<file path="config.mk">
export PLATFORM = sky130hd
export DESIGN_NAME = jec_queue
export DESIGN_NICKNAME = d
export VERILOG_FILES = /design/src/hdl/jec_pkg.sv /design/src/hdl/jec_queue.sv
export SDC_FILE = /design/constraint.sdc
export NUM_CORES = 1
export LEC_CHECK = 0
export BUFFER_PORTS_ARGS = -buffer_cell sky130_fd_sc_hd__buf_2
export CELL_PAD_IN_SITES_DETAIL_PLACEMENT = 1
export CELL_PAD_IN_SITES_GLOBAL_PLACEMENT = 2
export CORE_MARGIN = 4
export CORE_UTILIZATION = 43
export CTS_BUF_LIST = sky130_fd_sc_hd__clkbuf_2 sky130_fd_sc_hd__clkbuf_4 sky130_fd_sc_hd__clkbuf_8
export DETAILED_ROUTE_END_ITERATION = 7
export GPL_TIMING_DRIVEN = 0
export PLACE_DENSITY_LB_ADDON = 0.1
export SLEW_MARGIN = 20
export SYNTH_ARGS = -nofsm -noshare
export SYNTH_HDL_FRONTEND = slang
export SYNTH_SLANG_ARGS = --single-unit
</file>
<file path="constraint.sdc">
create_clock -name clk -period 4.9 [get_ports clk]
set_input_delay 0.49 -clock clk [delete_from_list [all_inputs] [get_ports clk]]
set_output_delay 0.49 -clock clk [all_outputs]
set_load 0.05 [all_outputs]
</file>
<file path="src/hdl/jec_pkg.sv">
// shared types, constants and helpers of the julia escape-time chunk engine
package jec_pkg;

  localparam int COORD_BITS   = 32;
  localparam int FRAC_BITS    = 28;
  localparam int PROD_BITS    = 2 * COORD_BITS;
  localparam int SUM_BITS     = PROD_BITS + 2;
  localparam int ITER_BITS    = 16;
  localparam int COUNT_BITS   = ITER_BITS + 1;
  localparam int ID_BITS      = 16;
  localparam int DIM_BITS     = 8;
  localparam int CFG_IDX_BITS = 3;
  localparam int QUEUE_DEPTH  = 2;
  localparam int QPTR_BITS    = (QUEUE_DEPTH > 1) ? $clog2(QUEUE_DEPTH) : 1;
  localparam int QCNT_BITS    = $clog2(QUEUE_DEPTH + 1);

  localparam logic signed [COORD_BITS-1:0] COORD_MAX = {1'b0, {(COORD_BITS-1){1'b1}}};
  localparam logic signed [COORD_BITS-1:0] COORD_MIN = {1'b1, {(COORD_BITS-1){1'b0}}};
  localparam logic signed [SUM_BITS-1:0] SUM_TOP =
    {{(SUM_BITS-COORD_BITS){1'b0}}, COORD_MAX};
  localparam logic signed [SUM_BITS-1:0] SUM_BOT =
    {{(SUM_BITS-COORD_BITS){1'b1}}, COORD_MIN};
  localparam logic [PROD_BITS:0] ESC_LIMIT = (PROD_BITS+1)'(1) << (2 * FRAC_BITS + 2);

  typedef enum logic [CFG_IDX_BITS-1:0] {
    CFG_CONST_RE = 3'd0,
    CFG_CONST_IM = 3'd1,
    CFG_STEP_RE  = 3'd2,
    CFG_STEP_IM  = 3'd3,
    CFG_MAX_ITER = 3'd4
  } cfg_idx_t;

  typedef enum logic {
    ACT_LOAD = 1'b0,
    ACT_NEXT = 1'b1
  } action_t;

  typedef struct packed {
    logic signed [COORD_BITS-1:0] step_re;
    logic signed [COORD_BITS-1:0] step_im;
  } step_cfg_t;

  typedef struct packed {
    logic signed [COORD_BITS-1:0] const_re;
    logic signed [COORD_BITS-1:0] const_im;
    logic [ITER_BITS-1:0]         max_iter;
  } core_cfg_t;

  typedef struct packed {
    logic                         has_pixel;
    logic [ID_BITS-1:0]           chunk_id;
    logic [DIM_BITS-1:0]          col;
    logic [DIM_BITS-1:0]          row;
    logic signed [COORD_BITS-1:0] z_re;
    logic signed [COORD_BITS-1:0] z_im;
  } job_t;

  typedef struct packed {
    logic                  has_pixel;
    logic [ID_BITS-1:0]    chunk_id;
    logic [DIM_BITS-1:0]   col;
    logic [DIM_BITS-1:0]   row;
    logic [COUNT_BITS-1:0] iterations;
  } result_t;

  function automatic logic signed [COORD_BITS-1:0] sat_coord(
    input logic signed [SUM_BITS-1:0] v
  );
    logic signed [COORD_BITS-1:0] r;
    if (v > SUM_TOP) r = COORD_MAX;
    else if (v < SUM_BOT) r = COORD_MIN;
    else r = v[COORD_BITS-1:0];
    return r;
  endfunction

endpackage

</file>
<file path="src/hdl/jec_queue.sv">
// short job queue between the front end and the iteration core
module jec_queue (
  input  logic          clk,
  input  logic          rst_n,
  input  logic          push_valid,
  output logic          push_ready,
  input  jec_pkg::job_t push_data,
  output logic          pop_valid,
  input  logic          pop_ready,
  output jec_pkg::job_t pop_data
);
  import jec_pkg::*;

  job_t                 mem_r [QUEUE_DEPTH];
  logic [QPTR_BITS-1:0] wr_ptr_r;
  logic [QPTR_BITS-1:0] rd_ptr_r;
  logic [QCNT_BITS-1:0] count_r;

  logic do_push;
  logic do_pop;

  assign push_ready = (count_r != QCNT_BITS'(QUEUE_DEPTH));
  assign pop_valid  = (count_r != '0);
  assign pop_data   = mem_r[rd_ptr_r];
  assign do_push    = push_valid && push_ready;
  assign do_pop     = pop_valid && pop_ready;

  function automatic logic [QPTR_BITS-1:0] ptr_inc(input logic [QPTR_BITS-1:0] p);
    logic [QPTR_BITS-1:0] r;
    if (p == QPTR_BITS'(QUEUE_DEPTH - 1)) r = '0;
    else r = p + 1'b1;
    return r;
  endfunction

  always_ff @(posedge clk) begin
    if (do_push) begin
      mem_r[wr_ptr_r] <= push_data;
    end
  end

  always_ff @(posedge clk) begin
    if (!rst_n) begin
      wr_ptr_r <= '0;
      rd_ptr_r <= '0;
      count_r  <= '0;
    end else begin
      if (do_push) wr_ptr_r <= ptr_inc(wr_ptr_r);
      if (do_pop)  rd_ptr_r <= ptr_inc(rd_ptr_r);
      if (do_push && !do_pop) count_r <= count_r + 1'b1;
      else if (do_pop && !do_push) count_r <= count_r - 1'b1;
    end
  end

  a_count_bound: assert property (@(posedge clk) disable iff (!rst_n)
    count_r <= QCNT_BITS'(QUEUE_DEPTH))
    else $error("queue count beyond depth");

  a_push_grows: assert property (@(posedge clk) disable iff (!rst_n)
    (do_push && !do_pop) |=> (count_r == $past(count_r) + 1'b1))
    else $error("queue count did not grow on push");

  a_pop_shrinks: assert property (@(posedge clk) disable iff (!rst_n)
    (do_pop && !do_push) |=> (count_r == $past(count_r) - 1'b1))
    else $error("queue count did not shrink on pop");

endmodule

</file>
# After elaboration in Yosys (flattened, before gate mapping)
# Memories as Yosys holds them, arrays and structs flattened. A register that Yosys moved wholly into a read port is not among the register bits.
# Index checks and enable logic that the tools add are counted.
dict set report op_classes {
  addsub 4
  eq_ne 1
  muxes 8
  n_reduce_logical 8
}
# op count
set op_table {}
lappend op_table {{two-way mux 1 bit} 6}
lappend op_table {{logical AND 1 bit} 4}
lappend op_table {{two-way mux 2 bit} 2}
lappend op_table {{nonzero test 2 bit} 2}
lappend op_table {{adder 1 bit (second input constant)} 2}
lappend op_table {{adder 2 x 1 -> 2 bit (second input constant)} 1}
lappend op_table {{logical NOT 1 bit} 2}
lappend op_table {{!= test 2 bit (second input constant)} 1}
lappend op_table {{subtractor 2 x 1 -> 2 bit (second input constant)} 1}
dict set report totals {
  register_bits 4
  ram_bits 194
  input_bits 101
  memories 1
}
# memory words width read_ports rd_ports_with_merged_regs wr line_no
set mem_list {}
lappend mem_list {mem_r 2 97 1 1 1 jec_queue.sv:14} ;# job_t mem_r [QUEUE_DEPTH];

# Longest topological paths before layout
dict set report logic_depth {
  depth_word 6
  ltp_mapped 6
}

# Worst setup path before layout
# Ideal clock, no wire load.
dict set report synth_timing {
  path_type {reg2reg}
  startpoint {reg count_r[0]}
  endpoint {mem mem_r[1][0] in the netlist's numbering, enable pin}
  setup_time_ps 467
  arrival_ps 2980
  slack_ps 1453
  path_stages_with_launch 3
  path_buffers 0
  period_less_slack_ps 3447
  path_cell_list {dfxtp_1 nand2b_4 and3_1}
}
dict set report synth_between {
  elab_chain_len 4
}
# element line_no
set synth_rtl {}
lappend synth_rtl {{start, declared} jec_queue.sv:17} ;# logic [QCNT_BITS-1:0] count_r;
lappend synth_rtl {{start signal, assigned} jec_queue.sv:49} ;# if (do_push && !do_pop) count_r <= count_r + 1'b1;
lappend synth_rtl {{start signal, assigned} jec_queue.sv:50} ;# else if (do_pop && !do_push) count_r <= count_r - 1'b1;
lappend synth_rtl {{!= test 2 bit} jec_queue.sv:22} ;# assign push_ready = (count_r != QCNT_BITS'(QUEUE_DEPTH));
lappend synth_rtl {{named net push_ready} jec_queue.sv:6} ;# output logic push_ready,
lappend synth_rtl {{logical AND 1 bit} jec_queue.sv:25} ;# assign do_push = push_valid && push_ready;
lappend synth_rtl {{two-way mux 1 bit} jec_queue.sv:36} ;# if (do_push) begin
lappend synth_rtl {{two-way mux 1 bit (not written as such)} jec_queue.sv:37} ;# mem_r[wr_ptr_r] <= push_data;
lappend synth_rtl {{end, declared} jec_queue.sv:14}
# The timed path passes the listed nets, and every way through them passes these cells.

==> impl_metrics.py <==
metrics = {
    "synth": {
        "ys_types": 21,
        "synth_seq_area_share": 0.8052,
        "synth_fp_nets": 428,
        "syn_inst": 326,
        "syn_area_um2": 7360,
        "synth-seq-cells": 199,
        "yosys.area.top_type": "edfxtp_1",
        "synth_top_area_frac": 0.7916,
        "synth.top_cells.by_area": "edfxtp_1 79%, mux2_2 10%, mux2_4 6.1%",
        "yosysWarnings": 0,
        "avgSynthCellArea_um2": 22.58,
    },
    "clock_tree": {
        "clock_sinks": 199,
        "cts_tree": "built",
        "cts_resized": 0,
        "postCtsSetupBuffers": 0,
        "clk_path_buf_depth": 2,
        "cts_buffers": 17,
        "htreeDepth": 4,
        "worstSkewPairLatency_ns": 0.45,
        "cts-hold-fix-buffers": 0,
        "root_buffer": "clkbuf_8",
        "path_clk_slew_ns": 0.10,
    },
    "finish": {
        "final_area_um2": 9084,
        "drive_gt1_frac": 0.6179,
        "mostFrequentLayoutCells": "205 x buf_2, 194 x edfxtp_1, 67 x mux2_2",
        "area_delta_synth_final_pct": 23.43,
        "layout_commonest_cell": "buf_2",
        "fillCellCount": 1590,
        "instances_no_fill": 781,
        "nets": 649,
    },
    "grt": {
        "grt_pass1_vias": 4043,
        "grt-ovfl-total": 0,
        "grt_max_degree": 64,
        "grt_use_total": 0.1497,
        "grt_pass1_wl_um": 22080,
        "antenna_found_initial": 1,
    },
    "route": {
        "drc": 0,
        "met3_length_um": 969,
        "vias": 3711,
        "viasPerCell": 4.752,
        "firstDrtPassIters": 6,
        "ant_nets": 0,
        "wl_per_cell_um": 18.36,
        "initialDrtViolationCount": 122,
        "wirelength_um": 14340,
        "dr_wl_met2_um": 7664,
        "wl_met1_um": 5498,
        "routed.top_layer": "met4",
    },
    "pwr": {
        "intPower_w": 0.003135,
        "switching_power_w": 0.001994,
        "p_leak_nw": 3.434,
        "seq_power_share": 0.424,
        "p_comb_frac": 0.392,
        "peakVddDrop_mv": 0.3001,
        "power_density_nw_per_um2": 564.7,
        "pwr-share-clk": 0.184,
        "swShare": 0.3888,
    },
    "critical_path": {
        "worstPathMaxFanout": 10,
        "endpoint_kind": "output pin",
        "crit_arrival_ns": 1.80,
        "path_class": "reg -> out",
        "cp.required_ns": 4.41,
        "start_kind": "flip-flop",
        "crit_top_cell": "buf_6",
        "crit_chain": "buf_6 > buf_6 > buf_6 > mux2_4 > buf_2",
        "cp_slowest_cell": "dfxtp_1",
        "cpPeakStageDelay_ns": 0.33,
    },
    "sta": {
        "worstMarginPinSlew_ns": 0.3701,
        "slew_viol_final": 0,
        "relSlewSlack": 0.7533,
        "fin_tns_setup_ns": 0,
        "post-route-period-util": 0.4682,
        "setup_violations": 0,
        "skew_ns": 0.01235,
        "rsz0062_at_grt": "no",
        "fmax_mhz": 435.9,
        "hold_viol_final": 0,
        "min_period_ns": 2.294,
    },
    "placement": {
        "dpl.hpwl_um": 9993,
        "dpl_cell_area_um2": 8723,
        "gp_routability_congestion": 0.6932,
        "dp_cells": 748,
        "port_buffers": 199,
    },
    "floorplan": {
        "die_height_um": 138.8,
        "rows": 47,
        "core-area_um2": 16700,
        "ios": 200,
        "start_util": 0.4407,
        "dieArea_um2": 19270,
        "die_w_um": 138.8,
    },
    "run": {
        "maxCapViolCount": 0,
    },
    "min_path": {
        "hold_class": "in -> reg",
    },
    "run_status": {
        "status": "finished clean",
    },
}
## critical path, delay by kind of cell, from the launching register on
kind | cells | cell delay, ns
buf+inv | 4 | 0.71
flops | 1 | 0.33
mux | 1 | 0.32
## registers in the layout, indices dropped and copies added (netlist names), named ones only
signal and flops:
count_r 2, wr_ptr_r 1, mem_r 194, rd_ptr_r 1
## power groups by stage
stage	Combinational, W	Clock, W	Sequential (W)
after floorplan	0.00159	0	0.00222
after CTS	0.00205	0.000985	0.00218
after global routing	0.00211	0.00107	0.00220
after global placement	0.00199	0	0.00224
after detailed placement	0.00204	0	0.00222
final	0.00201	0.000943	0.00218
## kinds of logic (layout without fill, tap and decap cells)
logic type / after synthesis / count (layout) / share of synthesized area
adders and majority gates: 1 / 1 / 0.001700
DFF: 199 / 199 / 0.8052
buffers and inverters: 12 / 246 / 0.01224
xor gates and xnor gates: 3 / 3 / 0.003571
and+or+nand+nor: 9 / 9 / 0.008842
other: 0 / 1 / 0
AOI/OAI and AO/OA: 5 / 5 / 0.004760
muxes: 97 / 97 / 0.1637
## area by class of cell
| cell class | count | area (µm²) | area share |
|---|---|---|---|
| diodes | 1 | 2.502 | 0.0002755 |
| well taps | 220 | 275.3 | 0.03030 |
| clock buffers | 19 | 249.0 | 0.02741 |
| repair buffers | 202 | 1079 | 0.1187 |
| inverters | 1 | 8.758 | 0.0009642 |
| multi-input cells | 115 | 1349 | 0.1485 |
| plain buffers | 11 | 86.33 | 0.009504 |
| clock inverters | 13 | 108.9 | 0.01198 |
| flip-flops and latches | 199 | 5926 | 0.6523 |
## synthesized netlist by cell type, drive strengths merged
master	instances
and2	4
nand2b	1
nand3b	1
a21boi	2
mux2	97
inv	1
or2	1
and3	1
edfxtp	194
a21bo	1
ha	1
xnor2	2
xor2	1
buf	11
o21ai	2
dfxtp	5
or3	1
## metal layers
metal / track usage / up-vias
met5: 0 / -
met2: 0.2590 / 116
met3: 0.05897 / 14
met4: 0.04892 / 0
li1: - / 1733
met1: 0.1708 / 1848
## path summary, 6_finish.rpt
kind / slack (ns) / startpoint / cells past startpoint / end
worst max register to register: 3.08 / count_r[0] / 4 / mem_r[0][74]
worst min register to register: 0.56 / count_r[1] / 2 / count_r[1]
worst max-delay path: 2.61 / flip-flop / 5 / pop_data[46]
worst min-delay path: 0.22 / push_data[45] / 1 / mem_r[0][45]
## per-stage QoR
step	setup slack [ns]	hold WS, ns	util	power, W
CTS	2.531	0.1791	0.5438	0.005212
detailed placement	3.032	0.5573	0.5223	0.004262
global placement	0.2318	0.5320	0.5168	0.004234
floorplan	1.453	0.5124	-	0.003807
global route	2.495	0.1600	0.5439	0.005384
finish	2.606	0.2243	0.5439	0.005129
Note: power is estimated with default switching activity, not from simulation.
