--- src/hdl/jec_pkg.sv ---
// shared types, constants and helpers of the julia escape-time chunk engine
package jec_pkg;

  localparam int COORD_BITS   = 32;
  localparam int FRAC_BITS    = 28;
  localparam int PROD_BITS    = 2 * COORD_BITS;
  localparam int SUM_BITS     = PROD_BITS + 2;
  localparam int ITER_BITS    = 16;
  localparam int COUNT_BITS   = ITER_BITS + 1;
  localparam int ID_BITS      = 16;
  localparam int DIM_BITS     = 8;
  localparam int CFG_IDX_BITS = 3;
  localparam int QUEUE_DEPTH  = 2;
  localparam int QPTR_BITS    = (QUEUE_DEPTH > 1) ? $clog2(QUEUE_DEPTH) : 1;
  localparam int QCNT_BITS    = $clog2(QUEUE_DEPTH + 1);

  localparam logic signed [COORD_BITS-1:0] COORD_MAX = {1'b0, {(COORD_BITS-1){1'b1}}};
  localparam logic signed [COORD_BITS-1:0] COORD_MIN = {1'b1, {(COORD_BITS-1){1'b0}}};
  localparam logic signed [SUM_BITS-1:0] SUM_TOP =
    {{(SUM_BITS-COORD_BITS){1'b0}}, COORD_MAX};
  localparam logic signed [SUM_BITS-1:0] SUM_BOT =
    {{(SUM_BITS-COORD_BITS){1'b1}}, COORD_MIN};
  localparam logic [PROD_BITS:0] ESC_LIMIT = (PROD_BITS+1)'(1) << (2 * FRAC_BITS + 2);

  typedef enum logic [CFG_IDX_BITS-1:0] {
    CFG_CONST_RE = 3'd0,
    CFG_CONST_IM = 3'd1,
    CFG_STEP_RE  = 3'd2,
    CFG_STEP_IM  = 3'd3,
    CFG_MAX_ITER = 3'd4
  } cfg_idx_t;

  typedef enum logic {
    ACT_LOAD = 1'b0,
    ACT_NEXT = 1'b1
  } action_t;

  typedef struct packed {
    logic signed [COORD_BITS-1:0] step_re;
    logic signed [COORD_BITS-1:0] step_im;
  } step_cfg_t;

  typedef struct packed {
    logic signed [COORD_BITS-1:0] const_re;
    logic signed [COORD_BITS-1:0] const_im;
    logic [ITER_BITS-1:0]         max_iter;
  } core_cfg_t;

  typedef struct packed {
    logic                         has_pixel;
    logic [ID_BITS-1:0]           chunk_id;
    logic [DIM_BITS-1:0]          col;
    logic [DIM_BITS-1:0]          row;
    logic signed [COORD_BITS-1:0] z_re;
    logic signed [COORD_BITS-1:0] z_im;
  } job_t;

  typedef struct packed {
    logic                  has_pixel;
    logic [ID_BITS-1:0]    chunk_id;
    logic [DIM_BITS-1:0]   col;
    logic [DIM_BITS-1:0]   row;
    logic [COUNT_BITS-1:0] iterations;
  } result_t;

  function automatic logic signed [COORD_BITS-1:0] sat_coord(
    input logic signed [SUM_BITS-1:0] v
  );
    logic signed [COORD_BITS-1:0] r;
    if (v > SUM_TOP) r = COORD_MAX;
    else if (v < SUM_BOT) r = COORD_MIN;
    else r = v[COORD_BITS-1:0];
    return r;
  endfunction

endpackage

--- src/hdl/jec_front.sv ---
// front end: takes load and next transactions, walks the chunk, emits start points
module jec_front (
  input  logic                   clk,
  input  logic                   rst_n,
  input  logic                   in_valid,
  output logic                   in_ready,
  input  logic                   in_action,
  input  logic [15:0]            in_chunk_id,
  input  logic signed [jec_pkg::COORD_BITS-1:0] in_start_re,
  input  logic signed [jec_pkg::COORD_BITS-1:0] in_start_im,
  input  logic [7:0]             in_chunk_width,
  input  logic [7:0]             in_chunk_height,
  input  jec_pkg::step_cfg_t     step_cfg,
  output logic                   push_valid,
  input  logic                   push_ready,
  output jec_pkg::job_t          push_data
);
  import jec_pkg::*;

  logic [ID_BITS-1:0]           chunk_id_r;
  logic signed [COORD_BITS-1:0] origin_re_r;
  logic signed [COORD_BITS-1:0] origin_im_r;
  logic [DIM_BITS-1:0]          width_r;
  logic [DIM_BITS-1:0]          height_r;
  logic [DIM_BITS-1:0]          col_r;
  logic [DIM_BITS-1:0]          row_r;

  logic                           accept;
  logic                           in_pixel;
  logic [DIM_BITS-1:0]            row_inc;
  logic signed [COORD_BITS+DIM_BITS:0] off_re;
  logic signed [COORD_BITS+DIM_BITS:0] off_im;
  logic signed [SUM_BITS-1:0]     pos_re;
  logic signed [SUM_BITS-1:0]     pos_im;

  assign in_ready = push_ready;
  assign accept   = in_valid && in_ready;
  assign in_pixel = (col_r < width_r) && (row_r < height_r);
  assign row_inc  = row_r + 1'b1;

  always_comb begin
    off_re = (COORD_BITS+DIM_BITS+1)'($signed({1'b0, col_r})) *
             (COORD_BITS+DIM_BITS+1)'(step_cfg.step_re);
    off_im = (COORD_BITS+DIM_BITS+1)'($signed({1'b0, row_r})) *
             (COORD_BITS+DIM_BITS+1)'(step_cfg.step_im);
    pos_re = SUM_BITS'(origin_re_r) + SUM_BITS'(off_re);
    pos_im = SUM_BITS'(origin_im_r) + SUM_BITS'(off_im);
    push_valid          = accept && (in_action == ACT_NEXT);
    push_data.chunk_id  = chunk_id_r;
    if (in_pixel) begin
      push_data.has_pixel = 1'b1;
      push_data.col       = col_r;
      push_data.row       = row_r;
      push_data.z_re      = sat_coord(pos_re);
      push_data.z_im      = sat_coord(pos_im);
    end else begin
      push_data.has_pixel = 1'b0;
      push_data.col       = '0;
      push_data.row       = '0;
      push_data.z_re      = '0;
      push_data.z_im      = '0;
    end
  end

  always_ff @(posedge clk) begin
    if (!rst_n) begin
      chunk_id_r  <= '0;
      origin_re_r <= '0;
      origin_im_r <= '0;
      width_r     <= '0;
      height_r    <= '0;
      col_r       <= '0;
      row_r       <= '0;
    end else if (accept) begin
      if (in_action == ACT_LOAD) begin
        chunk_id_r  <= in_chunk_id;
        origin_re_r <= in_start_re;
        origin_im_r <= in_start_im;
        width_r     <= in_chunk_width;
        height_r    <= in_chunk_height;
        col_r       <= '0;
        row_r       <= '0;
      end else if (in_pixel) begin
        if (row_inc == height_r) begin
          row_r <= '0;
          col_r <= col_r + 1'b1;
        end else begin
          row_r <= row_inc;
        end
      end else begin
        col_r <= '0;
        row_r <= '0;
      end
    end
  end

endmodule

--- config.mk ---
export PLATFORM = sky130hd
export DESIGN_NAME = jec_front
export DESIGN_NICKNAME = d
export VERILOG_FILES = /design/src/hdl/jec_pkg.sv /design/src/hdl/jec_front.sv
export SDC_FILE = /design/constraint.sdc
export NUM_CORES = 2
export LEC_CHECK = 0
export ABC_CLOCK_PERIOD_IN_PS = 16890
export BUFFER_PORTS_ARGS = -buffer_cell sky130_fd_sc_hd__buf_2
export CAP_MARGIN = 20
export CORE_MARGIN = 2
export CORE_UTILIZATION = 30
export DETAILED_ROUTE_END_ITERATION = 8
export GPL_TIMING_DRIVEN = 0
export PLACE_DENSITY = 0.45
export SYNTH_ARGS = -nofsm -noshare
export SYNTH_HDL_FRONTEND = slang
export SYNTH_SLANG_ARGS = --single-unit
--- constraint.sdc ---
create_clock -name clk -period 16.89 [get_ports clk]
set_input_delay 5.067 -clock clk [delete_from_list [all_inputs] [get_ports clk]]
set_output_delay 5.067 -clock clk [all_outputs]
set_load 0.02 [all_outputs]
### Yosys cells after proc, flatten, opt, wreduce, memory -nomap -nowiden

Index checks and enable logic that the tools add are counted.

| word-level totals | value |
|---|---|
| latch bits | 0 |
| output and inout port bits | 99 |
| bits in writable memories | 0 |
| bits of input ports | 165 |
| ROM bits | 0 |
| flip-flop bits (word level) | 112 |
| memories kept | 0 |
| word-level logic and storage cells | 39 |

| cells by class | value |
|---|---|
| reduce and logical (&&, ||, !) cells | 5 |
| add/sub/neg operators | 4 |
| equality and inequality tests | 2 |
| bitwise logic cells | 1 |
| order comparisons | 6 |
| multiplexer cells | 12 |
| shift operators | 0 |
| $mul | 2 |
| divide/modulo/power cells | 0 |

Operator list:

| kind | count |
|---|---|
| two-way mux 32 bit | 4 |
| adder 32 x 41 -> 42 bit | 2 |
| greater-than comparator 42 x 32 -> 1 bit (second input constant) | 2 |
| < comparator 42 x 32 -> 1 bit (second input constant) | 2 |
| multiplier 9 x 32 -> 41 bit | 2 |
| two-way mux 80 bit | 1 |
| two-way mux 8 bit | 6 |
| adder 8 x 1 -> 8 bit (second input constant) | 2 |
| < comparator 8 bit | 2 |
| equality test 8 bit | 1 |
| AND reduction 2 bit | 2 |
| logical AND 1 bit | 3 |
| != test 3 x 2 -> 1 bit (second input constant) | 1 |
| two-way mux 1 bit | 1 |
| NOT 1 bit | 1 |

### Logic depth before layout (Yosys ltp)

| logic depth | value |
|---|---|
| depth after elaboration | 6 |
| depth in mapped cells | 27 |
| depth with buffers taken out | 23 |

### Worst setup path before layout

No wires, ideal clock.

| timing | value |
|---|---|
| path type | input -> output |
| start | input step_cfg[31] (netlist bit) |
| end | output push_data[10] (netlist bit) |
| slack | 1.095 ns |
| arrival time | 10.728 ns |
| cell stages on the path | 22 |
| cells stage by stage | and2_1 > fa_1 > inv_1 > fa_1 > inv_1 > fa_1 > fa_1 > inv_1 > fa_1 > inv_1 > ha_1 > a211oi_1 > o211ai_1 > a31o_2 > a22oi_1 > o211ai_1 > nor4_1 > nand4_1 > nor2_1 > a41oi_2 > buf_2 > o31ai_2 |

RTL lines:

| element | line | source |
|---|---|---|
| start, declared | jec_front.sv:13 | `input jec_pkg::step_cfg_t step_cfg,` |
| end, declared | jec_front.sv:16 | `output jec_pkg::job_t push_data` |

==> implementation parameters <==
Parameter                              Value

Status
  Run status ... completed

Floorplanning
  Top-level I/O count ... 264
  Height of the die ... 300 µm
  Initial standard-cell utilization of the core ... 30.3%
  Die Wd ... 300 µm
  CORE AREA ... 86,600 µm²
  Row Count ... 108
  Die outline area ... 89,700 µm²

Global route
  Gr usage total ... 20.0%
  Antenna violations before repair ... 22
  Wire length of the first global-routing pass ... 136,000 µm
  Total grt overflow ... 0
  Number of global-route vias before repair ... 22.5k
  Largest net degree at the start of global routing ... 24

Pwr
  Clk pwr share ... 34.1%
  Register share of total power ... 36.7%
  Post-layout power ... 0.000754 W
  Combinational group share of total power ... 29.2%
  P_leak ... 15.6 nW
  Internal power summed over all cells ... 0.000455 W
  Switching power share of the total ... 39.7%
  Power density over cell area ... 25.3 nW/µm²
  Worst vdd rail ir drop ... 0.0000620 V
  Net switching power figure ... 0.000300 W

Setup path
  Signal arrival time at the worst endpoint ... 11.60 ns
  Crit end category ... primary output
  Kind of start point of the critical path ... input port
  Worst endpoint required time ... 11.82 ns
  Worst reg-to-reg setup slack ... 13.19 ns
  Max FO, Critical Path ... 10
  WS Path Type ... in -> out

Finish
  Filler-free cell count of the finished design ... 4,537
  Area Overhead vs Synth ... 13.7%
  Footprint of the multi-input gates ... 21,400 µm²
  Leading cell type in the layout, fill and taps excluded ... sky130_fd_sc_hd__inv_1
  Area occupied by registers ... 2240 µm²
  Most used cells in the layout excluding fill and tap cells ... sky130_fd_sc_hd__inv_1 (599), sky130_fd_sc_hd__nand2_1 (499), sky130_fd_sc_hd__fa_1 (474), sky130_fd_sc_hd__and2_1 (317), sky130_fd_sc_hd__buf_2 (260)
  Total non-filler cell area in the finished layout ... 29,800 µm²
  Number of fill cells ... 9,340
  Final layout net count ... 4,202
  Fraction of final layout cells sized beyond drive strength 1 ... 12.4%

STA
  Worst slew margin relative to its limit ... 21.2%
  Worst clock skew ... 0.0248 ns
  Final setup violation count ... 0
  Actual transition at the worst max-transition pin ... 1.18 ns
  Number of max-slew violations in the final report ... 0
  Final critical-path share of the clock period ... 98.7%
  Final count of hold timing violations ... 0
  FMAX ... 0.0600 GHz
  Minimum clock period ... 16.66 ns

Detailed routing
  Pre-antenna DRT Iters ... 5
  Avg WL per Cell ... 19.3 µm
  Count of antenna-violating nets left after detailed routing ... 0
  Total detailed-routing wirelength ... 87,600 µm
  Total via count after detailed routing ... 21.1k
  Vias per cell ... 4.65
  Count of routing violations after the opening detailed-route iteration ... 1,076
  Residual DRC ... 0

Yosys
  Seq cells post-synth ... 112
  Share of synthesized area occupied by flip-flops and latches ... 8.56%
  Synth Area per Inst ... 8.50 µm²
  Post-Syn Nets ... 3,920
  Number of warnings printed during yosys synthesis ... 0
  Synthesized instance count ... 3,084
  Library cells used by synthesis ... 84
  Fraction of registers with async set/reset ... 0%
  Synthesized cell area ... 26,200 µm²
  Number of enable-type register cells in the synthesized netlist ... 0
  Top FF cell, synth ... sky130_fd_sc_hd__dfxtp_1

Placement
  Number of placed cells counting well taps ... 4,505
  Buffers added on ports ... 262
  Global placer's final weighted congestion ... 0.869
  Post-detailed-placement half-perimeter wirelength ... 74,900 µm
  Standard cell area after detailed placement ... 29,000 µm²

Clock tree
  Clock root buffer ... sky130_fd_sc_hd__clkbuf_16
  Num Clock Sinks ... 112
  Worst-skew pair later-pin latency ... 0.43 ns
  H-Tree Depth ... 3
  TritonCTS clock tree ... yes
  TritonCTS buffer count ... 9
  Clock-pin slew on the worst setup and hold paths ... 0.09 ns
  Hold-fix buffers at CTS ... 0
  Maximum buffer depth of the clock tree ... 2

Flow run
  Max-cap viol count ... 0

Min path
  Hold crit path type ... reg -> reg
-- layout make-up --
| class | instances | share of cell area (%) |
|---|---|---|
| clock buffer | 9 | 0.756 |
| multi-input combinational | 2234 | 71.8 |
| tap | 1155 | 4.85 |
| inverter | 601 | 7.57 |
| clock inverter | 7 | 0.298 |
| buffer | 130 | 1.99 |
| sequential | 112 | 7.52 |
| antenna | 11 | 0.0924 |
| timing repair buffer | 278 | 5.12 |
-- registers in the layout (all words and copies together), names as in the netlist --
register	flops
origin_re_r	32
row_r	8
width_r	8
col_r	8
origin_im_r	32
chunk_id_r	16
height_r	8
-- per-layer routing --
layer | up-vias | routed length, µm | part of all wire [%] | GRT usage [%]
met5 | - | 96 | 0.11 | 0
met4 | 14 | 1330 | 1.5 | 3.83
met3 | 66 | 3650 | 4.2 | 3.06
met2 | 403 | 39000 | 45 | 31.8
met1 | 10500 | 43500 | 50 | 28.9
li1 | 10100 | - | - | -
-- cell usage after synthesis (4+ instances only) --
| cell type | instances | area share (%) |
|---|---|---|
| sky130_fd_sc_hd__nand2_1 | 501 | 7.2 |
| sky130_fd_sc_hd__and3_1 | 11 | 0.26 |
| sky130_fd_sc_hd__buf_1 | 4 | 0.057 |
| sky130_fd_sc_hd__a211oi_1 | 14 | 0.40 |
| sky130_fd_sc_hd__and2_1 | 317 | 7.6 |
| sky130_fd_sc_hd__a21oi_1 | 96 | 1.8 |
| sky130_fd_sc_hd__o21ai_0 | 46 | 0.88 |
| sky130_fd_sc_hd__a31oi_1 | 12 | 0.29 |
| sky130_fd_sc_hd__nand3_1 | 24 | 0.46 |
| sky130_fd_sc_hd__nor3b_1 | 4 | 0.11 |
| sky130_fd_sc_hd__dfxtp_1 | 112 | 8.6 |
| sky130_fd_sc_hd__fa_1 | 474 | 36 |
| sky130_fd_sc_hd__nor2b_1 | 12 | 0.29 |
| sky130_fd_sc_hd__o211ai_1 | 19 | 0.54 |
| sky130_fd_sc_hd__o21a_1 | 10 | 0.29 |
| sky130_fd_sc_hd__and4_1 | 6 | 0.20 |
| sky130_fd_sc_hd__clkbuf_1 | 118 | 1.7 |
| sky130_fd_sc_hd__o21ai_2 | 6 | 0.20 |
| sky130_fd_sc_hd__ha_1 | 197 | 9.4 |
| sky130_fd_sc_hd__a31o_2 | 6 | 0.20 |
| sky130_fd_sc_hd__nor4_1 | 5 | 0.12 |
| sky130_fd_sc_hd__a21boi_0 | 101 | 2.9 |
| sky130_fd_sc_hd__buf_6 | 5 | 0.21 |
| sky130_fd_sc_hd__nand2b_1 | 12 | 0.29 |
| sky130_fd_sc_hd__inv_1 | 600 | 8.6 |
| sky130_fd_sc_hd__o31ai_2 | 25 | 1.2 |
| sky130_fd_sc_hd__xor2_1 | 43 | 1.4 |
| sky130_fd_sc_hd__o211a_1 | 4 | 0.15 |
| sky130_fd_sc_hd__nor3_1 | 10 | 0.19 |
| sky130_fd_sc_hd__xnor2_1 | 54 | 1.8 |
| sky130_fd_sc_hd__o21bai_1 | 15 | 0.43 |
| sky130_fd_sc_hd__o21ai_1 | 15 | 0.29 |
| sky130_fd_sc_hd__buf_2 | 7 | 0.13 |
| sky130_fd_sc_hd__nor2_1 | 52 | 0.74 |
| sky130_fd_sc_hd__a21o_1 | 57 | 1.6 |
| sky130_fd_sc_hd__nand4_1 | 19 | 0.45 |
-- logic make-up (layout without fill, tap and decap cells) --
family / after synthesis / count (layout) / synth area share [%]
other: 0 / 11 / 0
multiplexers: 2 / 2 / 0.0764
AO/OA/AOI/OAI: 470 / 470 / 13.1
buffers and inverters: 738 / 1025 / 10.8
XOR/XNOR: 99 / 99 / 3.41
AND/OR/NAND/NOR: 992 / 992 / 18.5
adder cells (fa/ha/maj): 671 / 671 / 45.6
flip-flops: 112 / 112 / 8.56
-- power by group through the flow --
stage,combinational (W),clock [W],sequential [W]
2_1_floorplan,0.000112,0,0.000283
3_3_place_gp,0.000214,0,0.000283
3_5_place_dp,0.000216,0,0.000283
4_1_cts,0.000219,0.000271,0.000277
5_1_grt,0.000242,0.000276,0.000278
6_report,0.000220,0.000257,0.000277
-- metrics by stage --
step                util (%)  setup slack, ns  hold slack, ns  TNS (ns)
finish                  34.4            0.226           0.465         0
global route            34.4          -0.0164           0.488   -0.0706
CTS                     34.1          0.00174           0.468         0
detailed placement      33.5           -0.675           0.455    -18.89
global placement        33.4           -0.723           0.450    -20.35
floorplan                  -             1.09           0.443         0
-- repair_timing --
action                                  4_1_cts  5_1_grt
cloned                                        0        1
pin swaps                                     8       12
endpoints found under the setup margin       62       62
setup buffers                                 8        3
gates resized for setup                      14       68
-- critical path, stage by stage --
cell and delay [ns]:
sky130_fd_sc_hd__buf_2 0.16, sky130_fd_sc_hd__and2_1 0.19, sky130_fd_sc_hd__fa_1 0.51, sky130_fd_sc_hd__fa_1 0.62, sky130_fd_sc_hd__fa_1 0.45, sky130_fd_sc_hd__fa_1 0.50, sky130_fd_sc_hd__inv_1 0.05, sky130_fd_sc_hd__fa_1 0.47
sky130_fd_sc_hd__inv_1 0.04, sky130_fd_sc_hd__ha_1 0.38, sky130_fd_sc_hd__a21oi_2 0.19, sky130_fd_sc_hd__o21ai_0 0.14, sky130_fd_sc_hd__or2_2 0.36, sky130_fd_sc_hd__nor4b_4 0.38, sky130_fd_sc_hd__o221ai_2 0.22, sky130_fd_sc_hd__a21oi_2 0.22
sky130_fd_sc_hd__o21bai_1 0.12, sky130_fd_sc_hd__xnor2_1 0.21, sky130_fd_sc_hd__nand2_1 0.08, sky130_fd_sc_hd__o41a_1 0.40, sky130_fd_sc_hd__buf_4 0.17, sky130_fd_sc_hd__buf_4 0.16, sky130_fd_sc_hd__buf_2 0.17, sky130_fd_sc_hd__a21o_1 0.17
sky130_fd_sc_hd__buf_2 0.15
-- final timing paths --
kind,start,end,cells after the start
max,step_cfg[48],push_data[49],25
min,chunk_id_r[7],chunk_id_r[7],2
max reg2reg,row_r[0],col_r[3],15
min reg2reg,chunk_id_r[7],chunk_id_r[7],2
Power figures use the tool's default switching activity.
